File: src/rtl/cdss_pkg.sv
// Shared constants and types of the command driven stream slicer.
// No dependencies; every other file of the block refers to this package.
package cdss_pkg;

    localparam int DATA_WIDTH_DEF = 32;
    localparam int CHANNELS_DEF   = 16;

    localparam int CHANNEL_W = 8;
    localparam int LENGTH_W  = 16;
    localparam int KIND_W    = 2;

    // item type carried on the input channel
    localparam logic ACTION_COMMAND = 1'b0;
    localparam logic ACTION_SAMPLE  = 1'b1;

    // command kinds
    localparam logic [KIND_W-1:0] KIND_COPY     = 2'd0;
    localparam logic [KIND_W-1:0] KIND_DELETE   = 2'd1;
    localparam logic [KIND_W-1:0] KIND_TAG_COPY = 2'd2;
    localparam logic [KIND_W-1:0] KIND_FLUSH    = 2'd3;

    // input item without the sample word
    typedef struct packed {
        logic                 action;
        logic [KIND_W-1:0]    command_kind;
        logic [CHANNEL_W-1:0] channel;
        logic [LENGTH_W-1:0]  command_length;
        logic                 sample_burst;
    } t_item;

    // result flags handed from the decision logic to the result register
    typedef struct packed {
        logic accepted;
        logic out_valid;
        logic out_start_tag;
    } t_flags;

endpackage

File: src/rtl/cdss_if.sv
// Valid/ready channel interfaces of the command driven stream slicer.
// Depends on cdss_pkg for field widths and defaults.
interface cdss_in_if #(
    parameter int DATA_WIDTH = cdss_pkg::DATA_WIDTH_DEF
);
    logic                           valid;
    logic                           ready;
    logic                           action;
    logic [cdss_pkg::KIND_W-1:0]    command_kind;
    logic [cdss_pkg::CHANNEL_W-1:0] channel;
    logic [cdss_pkg::LENGTH_W-1:0]  command_length;
    logic [DATA_WIDTH-1:0]          sample_data;
    logic                           sample_burst;

    modport source (
        output valid, action, command_kind, channel, command_length,
               sample_data, sample_burst,
        input  ready
    );
    modport sink (
        input  valid, action, command_kind, channel, command_length,
               sample_data, sample_burst,
        output ready
    );
endinterface

interface cdss_out_if #(
    parameter int DATA_WIDTH = cdss_pkg::DATA_WIDTH_DEF
);
    logic                  valid;
    logic                  ready;
    logic                  accepted;
    logic                  out_valid;
    logic [DATA_WIDTH-1:0] out_data;
    logic                  out_start_tag;

    modport source (
        output valid, accepted, out_valid, out_data, out_start_tag,
        input  ready
    );
    modport sink (
        input  valid, accepted, out_valid, out_data, out_start_tag,
        output ready
    );
endinterface

File: src/rtl/command_driven_stream_slicer.sv
// Command driven stream slicer, top level: input register, decision core
// and result register. Depends on cdss_pkg, cdss_if and cdss_core.
//
// Usage:
//   i_item carries commands (action = 0) and samples (action = 1) on one
//   valid/ready channel. Every accepted item yields exactly one result on
//   o_result: accepted = 0 tells the sender to retry that item later
//   (a command while busy, a sample while idle, a sample from another
//   channel, or the tagged sample that ends a flush). A forwarded sample
//   shows out_valid = 1, with out_start_tag set only by a tag-copy.
//   An item taken on i_item passes the input register and then the result
//   register. Throughput: one item per clock unless the receiver stalls;
//   the mode state updates as the item leaves the input register, so the
//   next item sees it at once. Reset (synchronous, active low) returns the
//   mode to idle and empties both registers. When the receiver stalls, the
//   result register holds its item, the input register fills, and
//   i_item.ready drops until the result is taken.
module command_driven_stream_slicer #(
    parameter int DATA_WIDTH = cdss_pkg::DATA_WIDTH_DEF,
    parameter int CHANNELS   = cdss_pkg::CHANNELS_DEF
) (
    input  logic              i_clk,
    input  logic              i_rst_n,
    cdss_in_if.sink           i_item,
    cdss_out_if.source        o_result
);

    // input register
    logic                  r_in_valid;
    cdss_pkg::t_item       r_in_item;
    logic [DATA_WIDTH-1:0] r_in_data;

    // result register
    logic                  r_out_valid;
    cdss_pkg::t_flags      r_out_flags;
    logic [DATA_WIDTH-1:0] r_out_data;

    cdss_pkg::t_flags      flags;
    logic                  advance;
    logic                  take;

    // move the held item into the result register when it has room
    assign advance      = r_in_valid && (!r_out_valid || o_result.ready);
    assign i_item.ready = !r_in_valid || advance;
    assign take         = i_item.valid && i_item.ready;

    cdss_core #(
        .CHANNELS (CHANNELS)
    ) u_core (
        .i_clk   (i_clk),
        .i_rst_n (i_rst_n),
        .i_step  (advance),
        .i_item  (r_in_item),
        .o_flags (flags)
    );

    always_ff @(posedge i_clk) begin
        if (!i_rst_n) begin
            r_in_valid <= 1'b0;
        end else if (take) begin
            r_in_valid <= 1'b1;
        end else if (advance) begin
            r_in_valid <= 1'b0;
        end
    end

    always_ff @(posedge i_clk) begin
        if (take) begin
            r_in_item.action         <= i_item.action;
            r_in_item.command_kind   <= i_item.command_kind;
            r_in_item.channel        <= i_item.channel;
            r_in_item.command_length <= i_item.command_length;
            r_in_item.sample_burst   <= i_item.sample_burst;
            r_in_data                <= i_item.sample_data;
        end
    end

    always_ff @(posedge i_clk) begin
        if (!i_rst_n) begin
            r_out_valid <= 1'b0;
        end else if (advance) begin
            r_out_valid <= 1'b1;
        end else if (o_result.ready) begin
            r_out_valid <= 1'b0;
        end
    end

    // zero the data word of a result that forwards nothing
    always_ff @(posedge i_clk) begin
        if (advance) begin
            r_out_flags <= flags;
            r_out_data  <= flags.out_valid ? r_in_data : '0;
        end
    end

    assign o_result.valid         = r_out_valid;
    assign o_result.accepted      = r_out_flags.accepted;
    assign o_result.out_valid     = r_out_flags.out_valid;
    assign o_result.out_data      = r_out_data;
    assign o_result.out_start_tag = r_out_flags.out_start_tag;

endmodule

File: src/rtl/cdss_core.sv
// Mode state and per-item decision logic of the stream slicer.
// Depends on cdss_pkg for the item and flag types and the command codes.
module cdss_core #(
    parameter int CHANNELS = cdss_pkg::CHANNELS_DEF
) (
    input  logic            i_clk,
    input  logic            i_rst_n,
    input  logic            i_step,
    input  cdss_pkg::t_item i_item,
    output cdss_pkg::t_flags o_flags
);

    localparam logic [2:0] MODE_IDLE   = 3'd0;
    localparam logic [2:0] MODE_COPY   = 3'd1;
    localparam logic [2:0] MODE_DELETE = 3'd2;
    localparam logic [2:0] MODE_TAG    = 3'd3;
    localparam logic [2:0] MODE_FLUSH  = 3'd4;

    logic [2:0]                     r_mode, n_mode;
    logic [cdss_pkg::CHANNEL_W-1:0] r_sel, n_sel;
    logic [cdss_pkg::LENGTH_W-1:0]  r_rem, n_rem;
    logic [cdss_pkg::LENGTH_W-1:0]  rem_dec;
    logic                           chan_ok;
    logic                           len_nz;

    assign rem_dec = r_rem - cdss_pkg::LENGTH_W'(1);
    assign chan_ok = ({1'b0, i_item.channel} < (cdss_pkg::CHANNEL_W + 1)'(CHANNELS));
    assign len_nz  = (i_item.command_length != '0);

    always_comb begin
        n_mode  = r_mode;
        n_sel   = r_sel;
        n_rem   = r_rem;
        o_flags = '0;
        if (i_item.action == cdss_pkg::ACTION_COMMAND) begin
            if (r_mode == MODE_IDLE) begin
                o_flags.accepted = 1'b1;
                if (chan_ok) begin
                    n_sel = i_item.channel;
                    unique case (i_item.command_kind)
                        cdss_pkg::KIND_COPY: begin
                            if (len_nz) begin
                                n_mode = MODE_COPY;
                                n_rem  = i_item.command_length;
                            end
                        end
                        cdss_pkg::KIND_DELETE: begin
                            if (len_nz) begin
                                n_mode = MODE_DELETE;
                                n_rem  = i_item.command_length;
                            end
                        end
                        cdss_pkg::KIND_TAG_COPY: n_mode = MODE_TAG;
                        cdss_pkg::KIND_FLUSH:    n_mode = MODE_FLUSH;
                    endcase
                end
            end
        end else if (r_mode != MODE_IDLE && i_item.channel == r_sel) begin
            unique case (r_mode) inside
                MODE_COPY, MODE_DELETE: begin
                    o_flags.accepted  = 1'b1;
                    o_flags.out_valid = (r_mode == MODE_COPY);
                    n_rem             = rem_dec;
                    if (rem_dec == '0) begin
                        n_mode = MODE_IDLE;
                    end
                end
                MODE_TAG: begin
                    o_flags.accepted      = 1'b1;
                    o_flags.out_valid     = 1'b1;
                    o_flags.out_start_tag = 1'b1;
                    n_mode                = MODE_IDLE;
                end
                default: begin
                    // flush: stop at a tagged sample and leave it unconsumed
                    if (i_item.sample_burst) begin
                        n_mode = MODE_IDLE;
                    end else begin
                        o_flags.accepted = 1'b1;
                    end
                end
            endcase
        end
    end

    always_ff @(posedge i_clk) begin
        if (!i_rst_n) begin
            r_mode <= MODE_IDLE;
            r_sel  <= '0;
            r_rem  <= '0;
        end else if (i_step) begin
            r_mode <= n_mode;
            r_sel  <= n_sel;
            r_rem  <= n_rem;
        end
    end

endmodule

File: src/flat_wrapper.sv
// flat-port wrapper written by rule: the top's interface ports become plain ports
module command_driven_stream_slicer_flat 
#(
    parameter int DATA_WIDTH = cdss_pkg::DATA_WIDTH_DEF,
    parameter int CHANNELS   = cdss_pkg::CHANNELS_DEF
)
  (i_clk, i_rst_n, i_item_valid, i_item_action, i_item_command_kind, i_item_channel, i_item_command_length, i_item_sample_data, i_item_sample_burst, i_item_ready, o_result_valid, o_result_accepted, o_result_out_valid, o_result_out_data, o_result_out_start_tag, o_result_ready);
  cdss_in_if #(.DATA_WIDTH(DATA_WIDTH)) i_item_i ();
  cdss_out_if #(.DATA_WIDTH(DATA_WIDTH)) o_result_i ();
  input  logic i_clk;
  input  logic i_rst_n;
  input wire logic [$bits(i_item_i.valid)-1:0] i_item_valid;
  input wire logic [$bits(i_item_i.action)-1:0] i_item_action;
  input wire logic [$bits(i_item_i.command_kind)-1:0] i_item_command_kind;
  input wire logic [$bits(i_item_i.channel)-1:0] i_item_channel;
  input wire logic [$bits(i_item_i.command_length)-1:0] i_item_command_length;
  input wire logic [$bits(i_item_i.sample_data)-1:0] i_item_sample_data;
  input wire logic [$bits(i_item_i.sample_burst)-1:0] i_item_sample_burst;
  output wire logic [$bits(i_item_i.ready)-1:0] i_item_ready;
  output wire logic [$bits(o_result_i.valid)-1:0] o_result_valid;
  output wire logic [$bits(o_result_i.accepted)-1:0] o_result_accepted;
  output wire logic [$bits(o_result_i.out_valid)-1:0] o_result_out_valid;
  output wire logic [$bits(o_result_i.out_data)-1:0] o_result_out_data;
  output wire logic [$bits(o_result_i.out_start_tag)-1:0] o_result_out_start_tag;
  input wire logic [$bits(o_result_i.ready)-1:0] o_result_ready;
  assign i_item_i.valid = i_item_valid;
  assign i_item_i.action = i_item_action;
  assign i_item_i.command_kind = i_item_command_kind;
  assign i_item_i.channel = i_item_channel;
  assign i_item_i.command_length = i_item_command_length;
  assign i_item_i.sample_data = i_item_sample_data;
  assign i_item_i.sample_burst = i_item_sample_burst;
  assign i_item_ready = i_item_i.ready;
  assign o_result_valid = o_result_i.valid;
  assign o_result_accepted = o_result_i.accepted;
  assign o_result_out_valid = o_result_i.out_valid;
  assign o_result_out_data = o_result_i.out_data;
  assign o_result_out_start_tag = o_result_i.out_start_tag;
  assign o_result_i.ready = o_result_ready;
  command_driven_stream_slicer #(.DATA_WIDTH(DATA_WIDTH), .CHANNELS(CHANNELS)) u_core (.i_clk(i_clk), .i_rst_n(i_rst_n), .i_item(i_item_i), .o_result(o_result_i));
endmodule
File: config.mk
export PLATFORM = sky130hd
export DESIGN_NAME = command_driven_stream_slicer_flat
export DESIGN_NICKNAME = d
export VERILOG_FILES = /design/src/rtl/cdss_pkg.sv /design/src/rtl/cdss_if.sv /design/src/rtl/command_driven_stream_slicer.sv /design/src/rtl/cdss_core.sv /design/src/flat_wrapper.sv
export SDC_FILE = /design/constraint.sdc
export NUM_CORES = 1
export LEC_CHECK = 0
export ABC_AREA = 1
export BUFFER_PORTS_ARGS = -buffer_cell sky130_fd_sc_hd__buf_4
export CELL_PAD_IN_SITES_DETAIL_PLACEMENT = 1
export CELL_PAD_IN_SITES_GLOBAL_PLACEMENT = 1
export CORE_ASPECT_RATIO = 0.5
export CORE_MARGIN = 8
export CORE_UTILIZATION = 42
export CTS_CLUSTER_DIAMETER = 100
export CTS_CLUSTER_SIZE = 28
export DETAILED_ROUTE_END_ITERATION = 7
export PLACE_DENSITY_LB_ADDON = 0.25
export SLEW_MARGIN = 15
export SYNTH_ARGS = -nofsm -noshare
export SYNTH_HDL_FRONTEND = slang
export SYNTH_SLANG_ARGS = --single-unit
export TNS_END_PERCENT = 10
File: constraint.sdc
create_clock -name i_clk -period 2.5 [get_ports i_clk]
set_input_delay 0.5 -clock i_clk [delete_from_list [all_inputs] [get_ports i_clk]]
set_output_delay 0.5 -clock i_clk [all_outputs]
set_load 0.05 [all_outputs]
======== After elaboration in Yosys (flattened, before gate mapping) ========
Index checks and enable logic that the tools add are counted.
word-level totals
  flip-flop bits (word level) ............. 124
  output and inout port bits .............. 37
operators by class
  add/sub/neg operators ................... 1
  order comparisons ....................... 1
  eq/ne operators ......................... 13
  mux-type cells .......................... 29
  bitwise logic cells ..................... 1
  reductions and logical operators ........ 25
operators with widths
  operator                 count
  $mux W16                 7
  $mux W3                  9
  $logic_not A16 Y1        1
  $reduce_bool A16 Y1      1
  $sub A16 B1 Y16 const B  1
  $pmux W3 S4              1
  $reduce_bool A2 Y1       6
  $mux W1                  9
  $eq A8 B8 Y1             1
  $lt A8 B5 Y1 const B     1
  $reduce_and A8 Y1        1
  $reduce_and A7 Y1        1
  $eq A3 B2 Y1 const B     2
  $ne A3 B2 Y1 const B     2
  $pmux W3 S2              1
  $eq A2 B2 Y1 const B     2
  $ne A2 B2 Y1 const B     2
  $ne A4 B4 Y1 const B     1
  $reduce_and A4 Y1        1
  $reduce_or A2 Y1         2
  $eq A3 B1 Y1 const B     1
  $logic_and A1 B1 Y1      3
  $logic_not A3 Y1         1
  $ne A3 B3 Y1 const B     1
  10 further kinds         12

======== Logic depth before layout (Yosys ltp) ========
  depth in word-level cells ............... 6
  gate-level depth with buffers ........... 16

======== Modules after synthesis ========
A second synthesis with hierarchy kept.
unflattened totals
  cells, all modules ...................... 496
  area, all modules ....................... 5176.2 µm²
modules (own cells, without submodules)
  module                        instances  cells each  area an instance (µm²)
  command_driven_stream_slicer  1          175         3213.1
  cdss_core                     1          321         1963.1

======== Worst setup path after synthesis ========
OpenSTA, ideal clock, no wires.
  path type ............................... flip-flop to flip-flop
  from .................................... register u_core.r_out_valid, in the netlist u_core.o_result.valid
  to ...................................... register u_core.r_in_data[0], enable pin
  arrival time ............................ 2.332 ns
  setup slack ............................. -0.246 ns
  cell stages (with the launch flop) ...... 4
  path buffers ............................ 0
  cell sequence ........................... dfxtp_1 -> nand3_1 -> nand2_1 -> inv_1
between the ends
  cells in the longest elaborated chain, start to end .. 5
ends and longest elaborated chain
  element                 line                                text
  start, declared         command_driven_stream_slicer.sv:34  logic r_out_valid;
  start signal, assigned  command_driven_stream_slicer.sv:80  r_out_valid <= 1'b0;
  start signal, assigned  command_driven_stream_slicer.sv:82  r_out_valid <= 1'b1;
  start signal, assigned  command_driven_stream_slicer.sv:84  r_out_valid <= 1'b0;
  $logic_not A1 Y1        command_driven_stream_slicer.sv:43  assign advance = r_in_valid && (!r_out_valid || o_result.ready);
  $logic_or A1 B1 Y1      command_driven_stream_slicer.sv:43
  $logic_and A1 B1 Y1     command_driven_stream_slicer.sv:43
  $logic_or A1 B1 Y1      command_driven_stream_slicer.sv:44  assign i_item.ready = !r_in_valid || advance;
  via i_item_ready        flat_wrapper.sv:19                  output wire logic [$bits(i_item_i.ready)-1:0] i_item_ready;
  $logic_and A1 B1 Y1     command_driven_stream_slicer.sv:45  assign take = i_item.valid && i_item.ready;
  via u_core.take         command_driven_stream_slicer.sv:40  logic take;
  end signal, assigned    command_driven_stream_slicer.sv:74  r_in_data <= i_item.sample_data;
  end, declared           command_driven_stream_slicer.sv:31  logic [DATA_WIDTH-1:0] r_in_data;
The timed path passes the listed nets, and every way through them passes these cells.
A chain may end at the register's enable or synchronous reset.

======== Final worst setup path ========
  from .................................... register u_core.u_core.r_rem[0] (netlist name)
  to ...................................... register u_core.u_core.r_mode[0]
between the ends
  cells in the longest elaborated chain, start to end .. 4
ends and longest elaborated chain
  element                             line             text
  start, declared                     cdss_core.sv:21  logic [cdss_pkg::LENGTH_W-1:0] r_rem, n_rem;
  start signal, assigned              cdss_core.sv:94  r_rem <= n_rem;
  $sub A16 B1 Y16                     cdss_core.sv:26  assign rem_dec = r_rem - cdss_pkg::LENGTH_W'(1);
  $logic_not A16 Y1                   cdss_core.sv:64  if (rem_dec == '0) begin
  $ne A3 B3 Y1 (no source line)       n/a
  $reduce_and A8 Y1 (no source line)  n/a
  end signal, assigned                cdss_core.sv:92  r_mode <= n_mode;
  end, declared                       cdss_core.sv:19  logic [2:0] r_mode, n_mode;
Every way passes these cells.

==> results_dict.tcl <==
set metrics [dict create \
    outcome "finished clean" \
    cpMaxStageDelayCell "dfxtp_1" \
    diodes 0 \
    synth_cells 510 \
    pin_count 101 \
    clock_latency_ns 0.41 \
    clockPowerShare 0.481 \
    p_per_area_nw_per_um2 793.3 \
    area_growth_pct 30.39 \
    die_width_um 173.8 \
    start_util 0.4364 \
    max-cap-violations 0 \
    synth_common_cells "edfxtp_1 (95), nand2_1 (80), nor2_1 (79)" \
    synth_cell_types 31 \
    drt-initial-drc-count 233 \
    hold_class "input port to register" \
    cp_data_arrival_time_ns 2.37 \
    grt_pass1_vias 4264 \
    min_period_ns 2.075 \
    timing.hold.ws_ns 0.2615 \
    drc 0 \
    slew-limit-headroom 0.6230 \
    cts.sinks 124 \
    slew_viol_final 0 \
    post_cts_resized 0 \
    async_flop_share 0 \
    power.switching_w 0.001259 \
    yosysTopAreaCell "edfxtp_1" \
    intPower_w 0.004150 \
    via_count 3900 \
    critPathLaunchType "register" \
    routed_wl_um 13350 \
    clk_path_buf_depth 2 \
    irDropWorstVdd_mv 0.4179 \
    seq_area_frac_synth 0.6566 \
    crit_family "simple AND/OR/NAND/NOR gates" \
    gp_congestion 0.8132 \
    synthMostInstantiatedCell "edfxtp_1" \
    drtPass1Iterations 4 \
    fin_area_sq_um 6818 \
    netlist_area_sq_um 5229 \
    path_cells "inv_1, ha_1, nand2_2, nor2_4, nand2_1, nand2_2, nand2_2, nor2_2, nand2_1, nor2_1, nand2_1, nand2_2, nand2_2, nor2_1, nor2_1" \
    core_region_area_sq_um 11980 \
    cp.required_ns 2.79 \
    h-tree-depth 4 \
    path_buf_inv 1 \
    setup_viol 0 \
    p_sw_frac 0.2328 \
    period_share 0.8301 \
    syn_nets 580 \
    cts_tree "yes" \
    placed_area_sq_um 6198 \
    p_seq_frac 0.435 \
    finalPower_w 0.005409 \
    hold_viol 0 \
    p_leak_nw 2.963 \
    crit_path_end_kind "register" \
    grt_antenna_before_repair 0 \
    path_max_fanout 5 \
    finalNetCount 692 \
    routed_via_density 4.881 \
    clk_pin_slew_ns 0.06 \
    fmax_mhz 481.9 \
    design.die.area_sq_um 16490 \
    cpMostUsedCell "nand2_2" \
    syn_avg_cell_area_sq_um 10.25 \
    ys_warn_count 0 \
    cts-root-buf "clkbuf_16" \
    synthFlopType "edfxtp_1" \
    synth_edf_count 95 \
    hold_buffers 0 \
    cts_setup_buffers 0 \
    rsz0062_at_grt "no" \
    port_buffers 100 \
    synth-seq-cells 124 \
    track_usage 0.1639 \
    rows 28 \
    cpPeakStageDelay_ns 0.32 \
    grt_max_degree 49 \
    drive_above_1_share 0.2666 \
    die_h_um 94.90 \
    ant_nets 0 \
    skew_ns 0.01529 \
    tightest_slew_ns 0.5647 \
    wl_per_cell_um 16.71 \
    hpwl_um 8929 \
    path_class "register to register" \
    numCtsBuffers 17 \
    synth_top_area_share 0.5456 \
    tns_ns 0 \
    pwr-share-comb 0.083 \
    grt_pass1_wl_um 21080 \
    grt_overflow 0 \
    synth_area_leaders "edfxtp_1 (55%), dfxtp_1 (11%), nand2_1 (5.7%), nor2_1 (5.7%), inv_1 (5.1%)" \
]
## power by group through the flow
stage / clock network, W / registers [W] / logic (W)
CTS: 0.00264 / 0.00235 / 0.000456
floorplan: 0 / 0.00247 / 0.000190
global route: 0.00271 / 0.00236 / 0.000493
detailed placement: 0 / 0.00239 / 0.000448
finish: 0.00260 / 0.00235 / 0.000451
global placement: 0 / 0.00239 / 0.000437
## cell usage in the layout (no fill, tap or decap), types with 5 or more instances in the layout
| cell type | synthesis | layout |
|---|---|---|
| nor2_1 | 79 | 79 |
| nand3_1 | 15 | 14 |
| buf_4 | 2 | 105 |
| nand2_2 | 8 | 8 |
| inv_2 | 6 | 6 |
| a21oi_1 | 28 | 28 |
| o21ai_0 | 27 | 27 |
| inv_1 | 71 | 70 |
| nand2_1 | 80 | 80 |
| nand4_1 | 6 | 6 |
| ha_1 | 6 | 6 |
| nor2_2 | 8 | 8 |
| clkbuf_16 | 0 | 17 |
| edfxtp_1 | 95 | 95 |
| clkinvlp_4 | 0 | 5 |
| dfxtp_1 | 29 | 29 |
| o21ai_1 | 13 | 13 |
## sequential cells by signal, summed over array words and instances, names as in the netlist
register,cells
u_core.o_result.out_data,32
u_core.r_in_data,32
u_core.r_in_item,28
u_core.u_core.r_rem,16
u_core.u_core.r_sel,8
u_core.u_core.r_mode,3
u_core.o_result.accepted,1
u_core.o_result.out_start_tag,1
u_core.o_result.out_valid,1
u_core.o_result.valid,1
u_core.r_in_valid,1
## routing by layer
metal | global-route usage | vias up | wire length, um
met5 | 0 | - | 0
met1 | 0.1755 | 1888 | 5727
met4 | 0.05512 | 0 | 178
met3 | 0.06452 | 19 | 704
li1 | - | 1901 | -
met2 | 0.2981 | 92 | 6742
## path summary, 6_finish.rpt
path,slack (ns),from,cells after the start,end
worst min register to register,0.46,u_core.u_core.r_sel[5],2,u_core.u_core.r_sel[5]
worst max-delay path,0.42,u_core.u_core.r_rem[0],15,u_core.u_core.r_mode[0]
worst min-delay path,0.26,i_item_sample_data[30],1,u_core.r_in_data[30]
worst max register to register,0.42,u_core.u_core.r_rem[0],15,u_core.u_core.r_mode[0]
## cells by family after synthesis
family,count (synthesis),synth area share
AOI/OAI and AO/OA,71,0.06891
xor gates and xnor gates,5,0.008377
adders and majority gates,6,0.01436
buffers and inverters,90,0.06700
DFF,124,0.6566
and+or+nand+nor,214,0.1847
## per-stage QoR
step                      utilization  cells  setup slack (ns)
after floorplan                     -    510           0.08185
final                          0.5690    799            0.4248
after CTS                      0.5690    799            0.4289
after detailed placement       0.5173    768            0.4665
after global placement         0.5173    768            0.5083
after global routing           0.5690    799            0.1830
## final cells by class
cell class	instances	area [sq um]
fillers	1343	5164
well taps	165	206.4
clock inverters	13	190.2
clock buffers	18	429.2
flip-flops and latches	124	3433
repair buffers	106	808.3
inverters	77	292.8
multi-input cells	296	1458
No activity file was read; power rests on OpenSTA's default activity.
